--- src/design/assert_macros.svh ---
// Assertion helpers shared by the RTL
`ifndef ASSERT_MACROS_SVH
`define ASSERT_MACROS_SVH

`define ASSERT_NEVER(label, clk, rst_n, cond, msg) \
  label: assert property (@(posedge clk) disable iff (!rst_n) !(cond)) else $error(msg);

`define ASSERT_IMPLIES(label, clk, rst_n, ante, cons, msg) \
  label: assert property (@(posedge clk) disable iff (!rst_n) (ante) |-> (cons)) \
    else $error(msg);

`define ASSERT_NEXT(label, clk, rst_n, ante, cons, msg) \
  label: assert property (@(posedge clk) disable iff (!rst_n) (ante) |=> (cons)) \
    else $error(msg);

`endif

--- src/design/stt_pkg.sv ---
package stt_pkg;

  localparam int POSITION_BITS = 16;
  localparam int LINE_BITS     = 16;

  localparam int OUT_W = 16;
  localparam logic [OUT_W-1:0] OUT_MAX = {OUT_W{1'b1}};

  localparam int SLOTS       = 3;
  localparam int SLOT_W      = $clog2(SLOTS);
  localparam int QUEUE_DEPTH = 4;
  localparam int QPTR_W      = $clog2(QUEUE_DEPTH);
  localparam int QCNT_W      = $clog2(QUEUE_DEPTH + 1);

  typedef enum logic [4:0] {
    K_EOF          = 5'd0,
    K_IDENT        = 5'd1,
    K_NUMBER       = 5'd2,
    K_STRING       = 5'd3,
    K_COMMENT      = 5'd4,
    K_LPAREN       = 5'd5,
    K_RPAREN       = 5'd6,
    K_LBRACE       = 5'd7,
    K_RBRACE       = 5'd8,
    K_LBRACKET     = 5'd9,
    K_RBRACKET     = 5'd10,
    K_COMMA        = 5'd11,
    K_DOT          = 5'd12,
    K_COLON        = 5'd13,
    K_COLON_EQUALS = 5'd14,
    K_DOUBLE_COLON = 5'd15,
    K_EQUALS       = 5'd16,
    K_DOUBLE_ARROW = 5'd17,
    K_ARROW        = 5'd18,
    K_ERROR        = 5'd19
  } tok_kind_e;

  typedef enum logic [1:0] {
    E_NONE       = 2'd0,
    E_UNTERM_STR = 2'd1,
    E_UNEXPECTED = 2'd2
  } err_e;

  typedef struct packed {
    err_e             err;
    logic [OUT_W-1:0] line;
    logic [OUT_W-1:0] len;
    logic [OUT_W-1:0] start;
    tok_kind_e        kind;
  } token_t;

  // close slots first, rescan slot last
  typedef struct packed {
    logic   [SLOTS-1:0] vld;
    token_t [SLOTS-1:0] tok;
  } bundle_t;

  typedef struct packed {
    logic              full;
    logic              empty;
    logic [QCNT_W-1:0] count;
  } q_status_t;

  function automatic logic [OUT_W-1:0] sat_pos(input logic [POSITION_BITS:0] v);
    logic [63:0] w;
    w = 64'(v);
    return (w > 64'(OUT_MAX)) ? OUT_MAX : w[OUT_W-1:0];
  endfunction

  function automatic logic [OUT_W-1:0] sat_line(input logic [LINE_BITS-1:0] v);
    logic [63:0] w;
    w = 64'(v);
    return (w > 64'(OUT_MAX)) ? OUT_MAX : w[OUT_W-1:0];
  endfunction

endpackage

--- src/design/stt_front.sv ---
module stt_front (
  input  logic             clk_i,
  input  logic             rst_ni,
  input  logic             accept_i,
  input  logic [7:0]       byte_i,
  input  logic             end_i,
  output logic             push_o,
  output stt_pkg::bundle_t bundle_o
);
  import stt_pkg::*;

  typedef enum logic [9:0] {
    MODE_IDLE    = 10'b0000000001,
    MODE_IDENT   = 10'b0000000010,
    MODE_NUM     = 10'b0000000100,
    MODE_NUMDOT  = 10'b0000001000,
    MODE_FRAC    = 10'b0000010000,
    MODE_STR     = 10'b0000100000,
    MODE_COMMENT = 10'b0001000000,
    MODE_COLON   = 10'b0010000000,
    MODE_EQ      = 10'b0100000000,
    MODE_MINUS   = 10'b1000000000
  } mode_e;

  localparam logic [7:0] CH_NUL     = 8'h00;
  localparam logic [7:0] CH_TAB     = 8'h09;
  localparam logic [7:0] CH_LF      = 8'h0A;
  localparam logic [7:0] CH_CR      = 8'h0D;
  localparam logic [7:0] CH_SPACE   = 8'h20;
  localparam logic [7:0] CH_QUOTE   = 8'h22;
  localparam logic [7:0] CH_HASH    = 8'h23;
  localparam logic [7:0] CH_LPAREN  = 8'h28;
  localparam logic [7:0] CH_RPAREN  = 8'h29;
  localparam logic [7:0] CH_COMMA   = 8'h2C;
  localparam logic [7:0] CH_MINUS   = 8'h2D;
  localparam logic [7:0] CH_DOT     = 8'h2E;
  localparam logic [7:0] CH_COLON   = 8'h3A;
  localparam logic [7:0] CH_EQUALS  = 8'h3D;
  localparam logic [7:0] CH_GT      = 8'h3E;
  localparam logic [7:0] CH_LBRACK  = 8'h5B;
  localparam logic [7:0] CH_RBRACK  = 8'h5D;
  localparam logic [7:0] CH_UNDER   = 8'h5F;
  localparam logic [7:0] CH_LBRACE  = 8'h7B;
  localparam logic [7:0] CH_RBRACE  = 8'h7D;

  localparam logic [POSITION_BITS:0] LEN_ZERO = '0;
  localparam logic [POSITION_BITS:0] LEN_ONE  = (POSITION_BITS+1)'(1);
  localparam logic [POSITION_BITS:0] LEN_TWO  = (POSITION_BITS+1)'(2);

  mode_e                    mode_q, mode_d;
  logic [POSITION_BITS-1:0] pos_q;
  logic [POSITION_BITS-1:0] start_q, start_d;
  logic [LINE_BITS-1:0]     line_q;
  logic                     line_inc;
  logic                     rescan;

  logic                     eos, is_alpha, is_dig;
  logic [POSITION_BITS-1:0] len_ps, pos_m1, len_nd;
  logic [POSITION_BITS:0]   len_str;
  token_t [SLOTS-1:0]       tok;
  logic   [SLOTS-1:0]       vld;

  function automatic token_t mk(input tok_kind_e k, input logic [POSITION_BITS-1:0] s,
                                input logic [POSITION_BITS:0] l, input err_e e,
                                input logic [LINE_BITS-1:0] ln);
    token_t t;
    t.kind  = k;
    t.start = sat_pos({1'b0, s});
    t.len   = sat_pos(l);
    t.line  = sat_line(ln);
    t.err   = e;
    return t;
  endfunction

  assign eos      = end_i || (byte_i == CH_NUL);
  assign is_alpha = (byte_i >= 8'h61 && byte_i <= 8'h7A) ||
                    (byte_i >= 8'h41 && byte_i <= 8'h5A) || (byte_i == CH_UNDER);
  assign is_dig   = (byte_i >= 8'h30 && byte_i <= 8'h39);

  assign len_ps  = (pos_q > start_q) ? pos_q - start_q : '0;
  assign pos_m1  = (pos_q != '0) ? pos_q - 1'b1 : '0;
  assign len_nd  = (pos_m1 > start_q) ? pos_m1 - start_q : '0;
  assign len_str = {1'b0, len_ps} + LEN_ONE;

  always_comb begin
    mode_d   = mode_q;
    start_d  = start_q;
    line_inc = 1'b0;
    rescan   = 1'b0;
    tok      = '0;
    vld      = '0;
    case (mode_q)
      MODE_IDENT: begin
        if (eos || !(is_alpha || is_dig)) begin
          tok[0] = mk(K_IDENT, start_q, {1'b0, len_ps}, E_NONE, line_q);
          vld[0] = 1'b1;
          rescan = 1'b1;
        end
      end
      MODE_NUM: begin
        if (!eos && byte_i == CH_DOT) begin
          mode_d = MODE_NUMDOT;
        end else if (eos || !is_dig) begin
          tok[0] = mk(K_NUMBER, start_q, {1'b0, len_ps}, E_NONE, line_q);
          vld[0] = 1'b1;
          rescan = 1'b1;
        end
      end
      MODE_NUMDOT: begin
        if (!eos && is_dig) begin
          mode_d = MODE_FRAC;
        end else begin
          tok[0] = mk(K_NUMBER, start_q, {1'b0, len_nd}, E_NONE, line_q);
          tok[1] = mk(K_DOT, pos_m1, LEN_ONE, E_NONE, line_q);
          vld[1:0] = 2'b11;
          rescan = 1'b1;
        end
      end
      MODE_FRAC: begin
        if (eos || !is_dig) begin
          tok[0] = mk(K_NUMBER, start_q, {1'b0, len_ps}, E_NONE, line_q);
          vld[0] = 1'b1;
          rescan = 1'b1;
        end
      end
      MODE_STR: begin
        if (eos) begin
          tok[0] = mk(K_ERROR, start_q, {1'b0, len_ps}, E_UNTERM_STR, line_q);
          vld[0] = 1'b1;
          rescan = 1'b1;
        end else if (byte_i == CH_QUOTE) begin
          tok[0] = mk(K_STRING, start_q, len_str, E_NONE, line_q);
          vld[0] = 1'b1;
          mode_d = MODE_IDLE;
        end else if (byte_i == CH_LF) begin
          line_inc = 1'b1;
        end
      end
      MODE_COMMENT: begin
        if (eos || byte_i == CH_LF) begin
          tok[0] = mk(K_COMMENT, start_q, {1'b0, len_ps}, E_NONE, line_q);
          vld[0] = 1'b1;
          rescan = 1'b1;
        end
      end
      MODE_COLON: begin
        vld[0] = 1'b1;
        if (!eos && byte_i == CH_EQUALS) begin
          tok[0] = mk(K_COLON_EQUALS, start_q, LEN_TWO, E_NONE, line_q);
          mode_d = MODE_IDLE;
        end else if (!eos && byte_i == CH_COLON) begin
          tok[0] = mk(K_DOUBLE_COLON, start_q, LEN_TWO, E_NONE, line_q);
          mode_d = MODE_IDLE;
        end else begin
          tok[0] = mk(K_COLON, start_q, LEN_ONE, E_NONE, line_q);
          rescan = 1'b1;
        end
      end
      MODE_EQ: begin
        vld[0] = 1'b1;
        if (!eos && byte_i == CH_GT) begin
          tok[0] = mk(K_DOUBLE_ARROW, start_q, LEN_TWO, E_NONE, line_q);
          mode_d = MODE_IDLE;
        end else begin
          tok[0] = mk(K_EQUALS, start_q, LEN_ONE, E_NONE, line_q);
          rescan = 1'b1;
        end
      end
      MODE_MINUS: begin
        vld[0] = 1'b1;
        if (!eos && byte_i == CH_GT) begin
          tok[0] = mk(K_ARROW, start_q, LEN_TWO, E_NONE, line_q);
          mode_d = MODE_IDLE;
        end else begin
          tok[0] = mk(K_ERROR, start_q, LEN_ONE, E_UNEXPECTED, line_q);
          rescan = 1'b1;
        end
      end
      default: rescan = 1'b1;
    endcase

    if (rescan) begin
      mode_d = MODE_IDLE;
      if (eos) begin
        tok[2] = mk(K_EOF, pos_q, LEN_ZERO, E_NONE, line_q);
        vld[2] = 1'b1;
      end else if (is_alpha) begin
        start_d = pos_q;
        mode_d  = MODE_IDENT;
      end else if (is_dig) begin
        start_d = pos_q;
        mode_d  = MODE_NUM;
      end else begin
        vld[2] = 1'b1;
        tok[2] = mk(K_ERROR, pos_q, LEN_ONE, E_UNEXPECTED, line_q);
        case (byte_i)
          CH_SPACE, CH_CR, CH_TAB: vld[2] = 1'b0;
          CH_LF: begin
            vld[2]   = 1'b0;
            line_inc = 1'b1;
          end
          CH_LPAREN: tok[2].kind = K_LPAREN;
          CH_RPAREN: tok[2].kind = K_RPAREN;
          CH_LBRACE: tok[2].kind = K_LBRACE;
          CH_RBRACE: tok[2].kind = K_RBRACE;
          CH_LBRACK: tok[2].kind = K_LBRACKET;
          CH_RBRACK: tok[2].kind = K_RBRACKET;
          CH_COMMA:  tok[2].kind = K_COMMA;
          CH_DOT:    tok[2].kind = K_DOT;
          CH_COLON, CH_EQUALS, CH_MINUS, CH_QUOTE, CH_HASH: begin
            vld[2]  = 1'b0;
            start_d = pos_q;
            case (byte_i)
              CH_COLON:  mode_d = MODE_COLON;
              CH_EQUALS: mode_d = MODE_EQ;
              CH_MINUS:  mode_d = MODE_MINUS;
              CH_QUOTE:  mode_d = MODE_STR;
              default:   mode_d = MODE_COMMENT;
            endcase
          end
          default: ;
        endcase
        if (vld[2]) begin
          tok[2].err = (tok[2].kind == K_ERROR) ? E_UNEXPECTED : E_NONE;
        end
      end
    end
  end

  always_ff @(posedge clk_i or negedge rst_ni) begin
    if (!rst_ni) begin
      mode_q  <= MODE_IDLE;
      pos_q   <= '0;
      start_q <= '0;
      line_q  <= LINE_BITS'(1);
    end else if (accept_i) begin
      if (eos) begin
        mode_q  <= MODE_IDLE;
        pos_q   <= '0;
        start_q <= '0;
        line_q  <= LINE_BITS'(1);
      end else begin
        mode_q  <= mode_d;
        start_q <= start_d;
        if (pos_q != '1) begin
          pos_q <= pos_q + 1'b1;
        end
        if (line_inc && line_q != '1) begin
          line_q <= line_q + 1'b1;
        end
      end
    end
  end

  assign push_o       = accept_i && (|vld);
  assign bundle_o.vld = vld;
  assign bundle_o.tok = tok;

endmodule

--- src/design/stt_queue.sv ---
module stt_queue (
  input  logic               clk_i,
  input  logic               rst_ni,
  input  logic               push_i,
  input  stt_pkg::bundle_t   data_i,
  input  logic               pop_i,
  output stt_pkg::bundle_t   head_o,
  output stt_pkg::q_status_t status_o
);
  import stt_pkg::*;

  bundle_t           mem_q [QUEUE_DEPTH];
  logic [QPTR_W-1:0] wr_q, rd_q;
  logic [QCNT_W-1:0] cnt_q;
  logic              do_push, do_pop;

  function automatic logic [QPTR_W-1:0] nxt(input logic [QPTR_W-1:0] p);
    return (p == QPTR_W'(QUEUE_DEPTH - 1)) ? '0 : p + 1'b1;
  endfunction

  assign status_o.full  = (cnt_q == QCNT_W'(QUEUE_DEPTH));
  assign status_o.empty = (cnt_q == '0);
  assign status_o.count = cnt_q;
  assign do_push = push_i && !status_o.full;
  assign do_pop  = pop_i && !status_o.empty;
  assign head_o  = mem_q[rd_q];

  always_ff @(posedge clk_i) begin
    if (do_push) begin
      mem_q[wr_q] <= data_i;
    end
  end

  always_ff @(posedge clk_i or negedge rst_ni) begin
    if (!rst_ni) begin
      wr_q  <= '0;
      rd_q  <= '0;
      cnt_q <= '0;
    end else begin
      if (do_push) begin
        wr_q <= nxt(wr_q);
      end
      if (do_pop) begin
        rd_q <= nxt(rd_q);
      end
      if (do_push && !do_pop) begin
        cnt_q <= cnt_q + 1'b1;
      end else if (do_pop && !do_push) begin
        cnt_q <= cnt_q - 1'b1;
      end
    end
  end

endmodule

--- src/design/stt_back.sv ---
module stt_back (
  input  logic             clk_i,
  input  logic             rst_ni,
  input  stt_pkg::bundle_t head_i,
  input  logic             empty_i,
  output logic             pop_o,
  output logic             valid_o,
  input  logic             ready_i,
  output stt_pkg::token_t  tok_o,
  output logic             last_o
);
  import stt_pkg::*;

  logic [SLOTS-1:0]  sent_q, sent_d;
  logic [SLOTS-1:0]  rem, sel_oh, others;
  logic [SLOT_W-1:0] sel;
  logic              load;
  logic              valid_q;
  token_t            tok_q;
  logic              last_q;

  assign rem = head_i.vld & ~sent_q;

  always_comb begin
    sel    = '0;
    sel_oh = '0;
    for (int i = SLOTS - 1; i >= 0; i--) begin
      if (rem[i]) begin
        sel    = SLOT_W'(i);
        sel_oh = SLOTS'(1) << i;
      end
    end
  end

  assign others = rem & ~sel_oh;
  assign load   = !empty_i && (!valid_q || ready_i);
  assign pop_o  = load && (others == '0);
  assign sent_d = pop_o ? '0 : (sent_q | sel_oh);

  always_ff @(posedge clk_i or negedge rst_ni) begin
    if (!rst_ni) begin
      valid_q <= 1'b0;
      sent_q  <= '0;
    end else begin
      if (load) begin
        valid_q <= 1'b1;
        sent_q  <= sent_d;
      end else if (ready_i) begin
        valid_q <= 1'b0;
      end
    end
  end

  always_ff @(posedge clk_i) begin
    if (load) begin
      tok_q  <= head_i.tok[sel];
      last_q <= (others == '0);
    end
  end

  assign valid_o = valid_q;
  assign tok_o   = tok_q;
  assign last_o  = last_q;

endmodule

--- src/design/source_text_tokenizer_top.sv ---
// A byte's tokens pass through the token queue and then the output register.
// Throughput: one byte per cycle unless the queue is full; one token beat per cycle
// while m_axis_tready is high; a byte closing two or three tokens gives as many beats.
// A four-entry queue of per-byte token groups lets input and output stall apart.
// Reset (rst_ni low, asynchronous): scan idle, position 0, line 1, queue empty.
`include "assert_macros.svh"

module source_text_tokenizer_top (
  input  logic        clk_i,
  input  logic        rst_ni,
  input  logic        s_axis_tvalid,
  output logic        s_axis_tready,
  input  logic [7:0]  s_axis_tdata,   // byte_value
  input  logic        s_axis_tlast,   // end_of_source
  output logic        m_axis_tvalid,
  input  logic        m_axis_tready,
  output logic [55:0] m_axis_tdata,   // token_kind, start_offset, token_length,
                                      // line_number, error_code, zero pad
  output logic        m_axis_tlast    // last_of_run
);
  import stt_pkg::*;

  logic      accept, push, pop;
  bundle_t   bundle, head;
  q_status_t q_stat;
  token_t    tok;

  assign s_axis_tready = !q_stat.full;
  assign accept        = s_axis_tvalid && s_axis_tready;

  stt_front u_front (
    .clk_i    (clk_i),
    .rst_ni   (rst_ni),
    .accept_i (accept),
    .byte_i   (s_axis_tdata),
    .end_i    (s_axis_tlast),
    .push_o   (push),
    .bundle_o (bundle)
  );

  stt_queue u_queue (
    .clk_i    (clk_i),
    .rst_ni   (rst_ni),
    .push_i   (push),
    .data_i   (bundle),
    .pop_i    (pop),
    .head_o   (head),
    .status_o (q_stat)
  );

  stt_back u_back (
    .clk_i   (clk_i),
    .rst_ni  (rst_ni),
    .head_i  (head),
    .empty_i (q_stat.empty),
    .pop_o   (pop),
    .valid_o (m_axis_tvalid),
    .ready_i (m_axis_tready),
    .tok_o   (tok),
    .last_o  (m_axis_tlast)
  );

  assign m_axis_tdata = {1'b0, tok};

  `ASSERT_NEVER(a_no_overflow, clk_i, rst_ni, push && q_stat.full, "push into full queue")
  `ASSERT_NEVER(a_count_range, clk_i, rst_ni, q_stat.count > QCNT_W'(QUEUE_DEPTH), "queue count")
  `ASSERT_IMPLIES(a_eof_last, clk_i, rst_ni, m_axis_tvalid && tok.kind == K_EOF, m_axis_tlast, "eof not last")
  `ASSERT_NEXT(a_end_queued, clk_i, rst_ni, accept && s_axis_tlast, !q_stat.empty, "end not queued")

endmodule

--- config.mk ---
export PLATFORM = sky130hd
export DESIGN_NAME = source_text_tokenizer_top
export DESIGN_NICKNAME = d
export VERILOG_FILES = /design/src/design/stt_pkg.sv /design/src/design/stt_front.sv /design/src/design/stt_queue.sv /design/src/design/stt_back.sv /design/src/design/source_text_tokenizer_top.sv
export VERILOG_INCLUDE_DIRS = /design/src /design/src/design
export SDC_FILE = /design/constraint.sdc
export NUM_CORES = 1
export LEC_CHECK = 0
export BUFFER_PORTS_ARGS = -buffer_cell sky130_fd_sc_hd__buf_4
export CORE_MARGIN = 2
export CORE_UTILIZATION = 35
export DETAILED_ROUTE_END_ITERATION = 8
export PLACE_DENSITY = 0.51
export SETUP_SLACK_MARGIN = 0.5
export SYNTH_ARGS = -nofsm -noshare
export SYNTH_HDL_FRONTEND = slang
export SYNTH_SLANG_ARGS = --single-unit
export TNS_END_PERCENT = 10
--- constraint.sdc ---
create_clock -name clk_i -period 7.77 [get_ports clk_i]
set_input_delay 0.777 -clock clk_i [delete_from_list [all_inputs] [get_ports clk_i]]
set_output_delay 0.777 -clock clk_i [all_outputs]
set_load 0.02 [all_outputs]
==> metrics <==
fin nets=2043; simple-gate portion of the synthesized area=about a tenth; Hold Path Class=in2async; post-synthesis xor/xnor area fraction=1.89%; crit path from=u_front.pos_q[0]$_DFFE_PN0P_; Max transition margin=30.2%; Worst R2R Setup Slack=1.75 ns; Vias/cell=5.36; Cells after Synth=~1900; Clk pwr share=around 25%; vias in the first global route=17600; DP Cell Count=just under 3000; register share of total power=a little under two fifths; area fraction in compound gates after synthesis=approximately 6.5%; Initial DRC Count=slightly above 1000; htree depth=3; fraction of synthesized area in multiplexers=a little under an eighth; setup_tns=0 ns; Comb pwr share=a little under two fifths; status=finished clean; Synth async-reset ratio=a little over a tenth; Final Slew Violations=0; Synth Net Count=between 1500 and 2000; top-count cell post-synth=edfxtp_1; Leak=11.7 nW; n_diodes=0; worst skew pair latency=a little over 0.6 ns; number of synthesized flops with an enable pin=around 570; Psw=4.61 mW; Post-Syn Area=~29000 µm²; wire per inst=roughly 22 µm; P_int=roughly 8.4 mW; Synth top area share=approximately three fifths; Bufs on Longest Clock Path=3; Detail Placement HPWL=between 40000 and 50000 µm; largest net degree at the start of global routing=130; CTS tree=built; Post-CTS Setup Inserts=0; core box area=81700 µm²; Site Rows=roughly 110; period utilization=about 78%; r2r endpoint=u_queue.mem_q[2][27]$_DFFE_PP_; Setup CP Type=reg2reg; TritonCTS Buffers=slightly above 70; IR drop worst, VDD=between 0.0002 and 0.00025 V; first-pass GRT wire length=108000 µm; via count=16700; Synth Register Bits=roughly 640; Die Width=291 µm; top cells by count, synth=edfxtp_1 (572), nor2_1 (155), mux4_2 (129), a21oi_1 (90), clkbuf_1 (87); Synth cell types=83; layout cells sized above 1=18.2%; crit path time final=around 6 ns; Critical R2R Launch=u_front.pos_q[0]$_DFFE_PN0P_; synth top area cells=edfxtp_1 (60%), mux4_2 (10%), dfrtp_1 (5.8%); I/O Buffers=70; switch share=35.4%; initial antenna violation count=1; clock sink count=about 640; final setup fails=0; area grow syn2layout=14.0%; full die area=approximately 84000 µm²; Critical Path Fanout Max=19; f_max=166 MHz; Post-CTS Hold Buffers=0; cts repair resizes=0; Pwr Total=approximately 13 mW; Clock Skew=roughly 0.022 ns; grt total ovfl=0; CP Capture Type=register; Root Driver=clkbuf_16; Die H=between 200 and 300 µm; sequential element share of the synthesized area=between 60 and 70%; first-pass detailed-route iteration total=5; Ys Warns=0; Hold Vio Cnt, Final=0; gpl congestion=0.897; Reg clk slew, reported paths=0.06 ns; Max Cap Viol=0; non-filler cells, final=between 3000 and 4000; Synth Flop Type=edfxtp_1; initial core utilization=35.2%; Routed WL=69900 µm; unrepaired setup endpoints after global routing=no; Worst R2R Path Depth=20; PwrDens=approximately 400 nW/µm²; biggest area consumer among synthesized cells=edfxtp_1; # DRC=0; Post-DRT Antenna Nets=0; Post-Syn Area per Cell=about 15 µm²; GRT Util Overall=16.7%; largest family of logic cells by synthesized area=multiplexers; io pins=between 70 and 80; CP Data Required Time=between 8 and 9 ns; Arr. time, crit path=6.34 ns; post-synthesis adder-cell area fraction=under 10%; actual slew at the worst max-slew pin=1.05 ns; Startpoint Class=register
## metrics by stage
stage	cell area, µm²	utilization [%]	worst slack [ns]	hold slack, ns
finish	32800	40.1	1.75	0.0433
detailed placement	30600	37.4	1.82	0.469
global placement	30600	37.4	1.90	0.460
global route	32800	40.1	1.30	0.0332
floorplan	28800	-	1.50	0.444
CTS	32800	40.1	1.84	0.0163
## logic make-up after synthesis
group | after synthesis
XOR/XNOR | 62
adder cells (fa/ha/maj) | 47
buffers and inverters | 156
flip-flops | 641
AO/OA/AOI/OAI | 275
multiplexers | 169
AND/OR/NAND/NOR | 564
other | 1
## power by group through the flow
stage	sequential (mW)	clock [mW]	combinational [mW]
after floorplan	5.13	0	3.17
after global placement	5.00	0	4.97
after detailed placement	5.02	0	4.94
after CTS	4.95	3.30	4.96
after global routing	5.01	3.43	5.29
final	4.94	3.21	4.86
## worst max-delay path, cell delays in order (launching register included)
cell,delay [ns]
dfrtp_1,0.45
inv_1,0.12
ha_1,0.24
fa_1,0.43
nand2b_1,0.23
a211o_1,0.36
a211oi_1,0.33
o21ai_1,0.12
buf_4,0.22
nor2_1,0.24
ha_1,0.28
nand2_1,0.11
nor3_1,0.34
nand4_1,0.32
a2111oi_1,0.46
a211oi_1,0.11
o2111ai_1,0.33
a211oi_2,0.09
o21ai_2,0.39
a21oi_1,0.12
or3_1,0.44
## layout by cell type, fill, tap and decap left out, drive strengths merged, types with 7 or more instances in the layout
cell type	synthesis	layout
nand4	28	28
clkbuf	87	89
edfxtp	572	572
buf	16	99
nand3	26	26
a21o	18	18
o2111ai	7	7
a22o	19	19
nand2	84	84
nand3b	9	9
ha	43	43
mux4	129	129
mux2i	36	36
dfrtp	67	67
nor4	20	20
nand2b	22	22
or3	18	18
nor2	155	155
and2	31	31
o31ai	8	8
a211oi	9	9
inv	53	55
clkinv	0	32
nor2b	49	49
nor3	45	45
o21ai	45	45
and3	43	43
a21oi	91	91
xor2	35	35
xnor2	27	27
a31oi	8	8
or2	10	10
## per-layer routing
layer	routed length, µm	share of wire, %	global-route usage [%]
met1	29500	42	21.1
met2	35800	51	29.3
met3	2600	3.7	2.10
met4	1960	2.8	5.90
met5	0	0	0
## worst max-delay path by stage
stage,end,slack (ns)
2_1_floorplan,u_queue.mem_q[0][0]$_DFFE_PP_,1.50
3_3_place_gp,u_queue.mem_q[1][43]$_DFFE_PP_,1.90
4_1_cts,u_queue.mem_q[3][27]$_DFFE_PP_,1.84
3_5_place_dp,u_queue.mem_q[1][153]$_DFFE_PP_,1.82
6_report,u_queue.mem_q[2][27]$_DFFE_PP_,1.75
5_1_grt,u_queue.mem_q[0][33]$_DFFE_PP_,1.30
## flip-flops by register name, summed over array words and instances (netlist names)
signal           cells
u_queue.mem_q      516
u_back.tok_o        55
u_front.line_q      16
u_front.pos_q       16
u_front.start_q     16
u_front.mode_q      10
u_back.sent_q        3
u_queue.cnt_q        3
u_queue.rd_q         2
u_queue.wr_q         2
u_back.last_o        1
u_back.valid_o       1
## layout make-up
cell class | count | area [µm²]
well taps | 1070 | 1340
repair buffers | 99 | 806
inverters | 53 | 199
multi-input cells | 1118 | 9320
clock buffers | 89 | 1900
fillers | 7477 | 48900
flip-flops and latches | 641 | 18900
clock inverters | 39 | 315
Note: power is estimated with default switching activity, not from simulation.
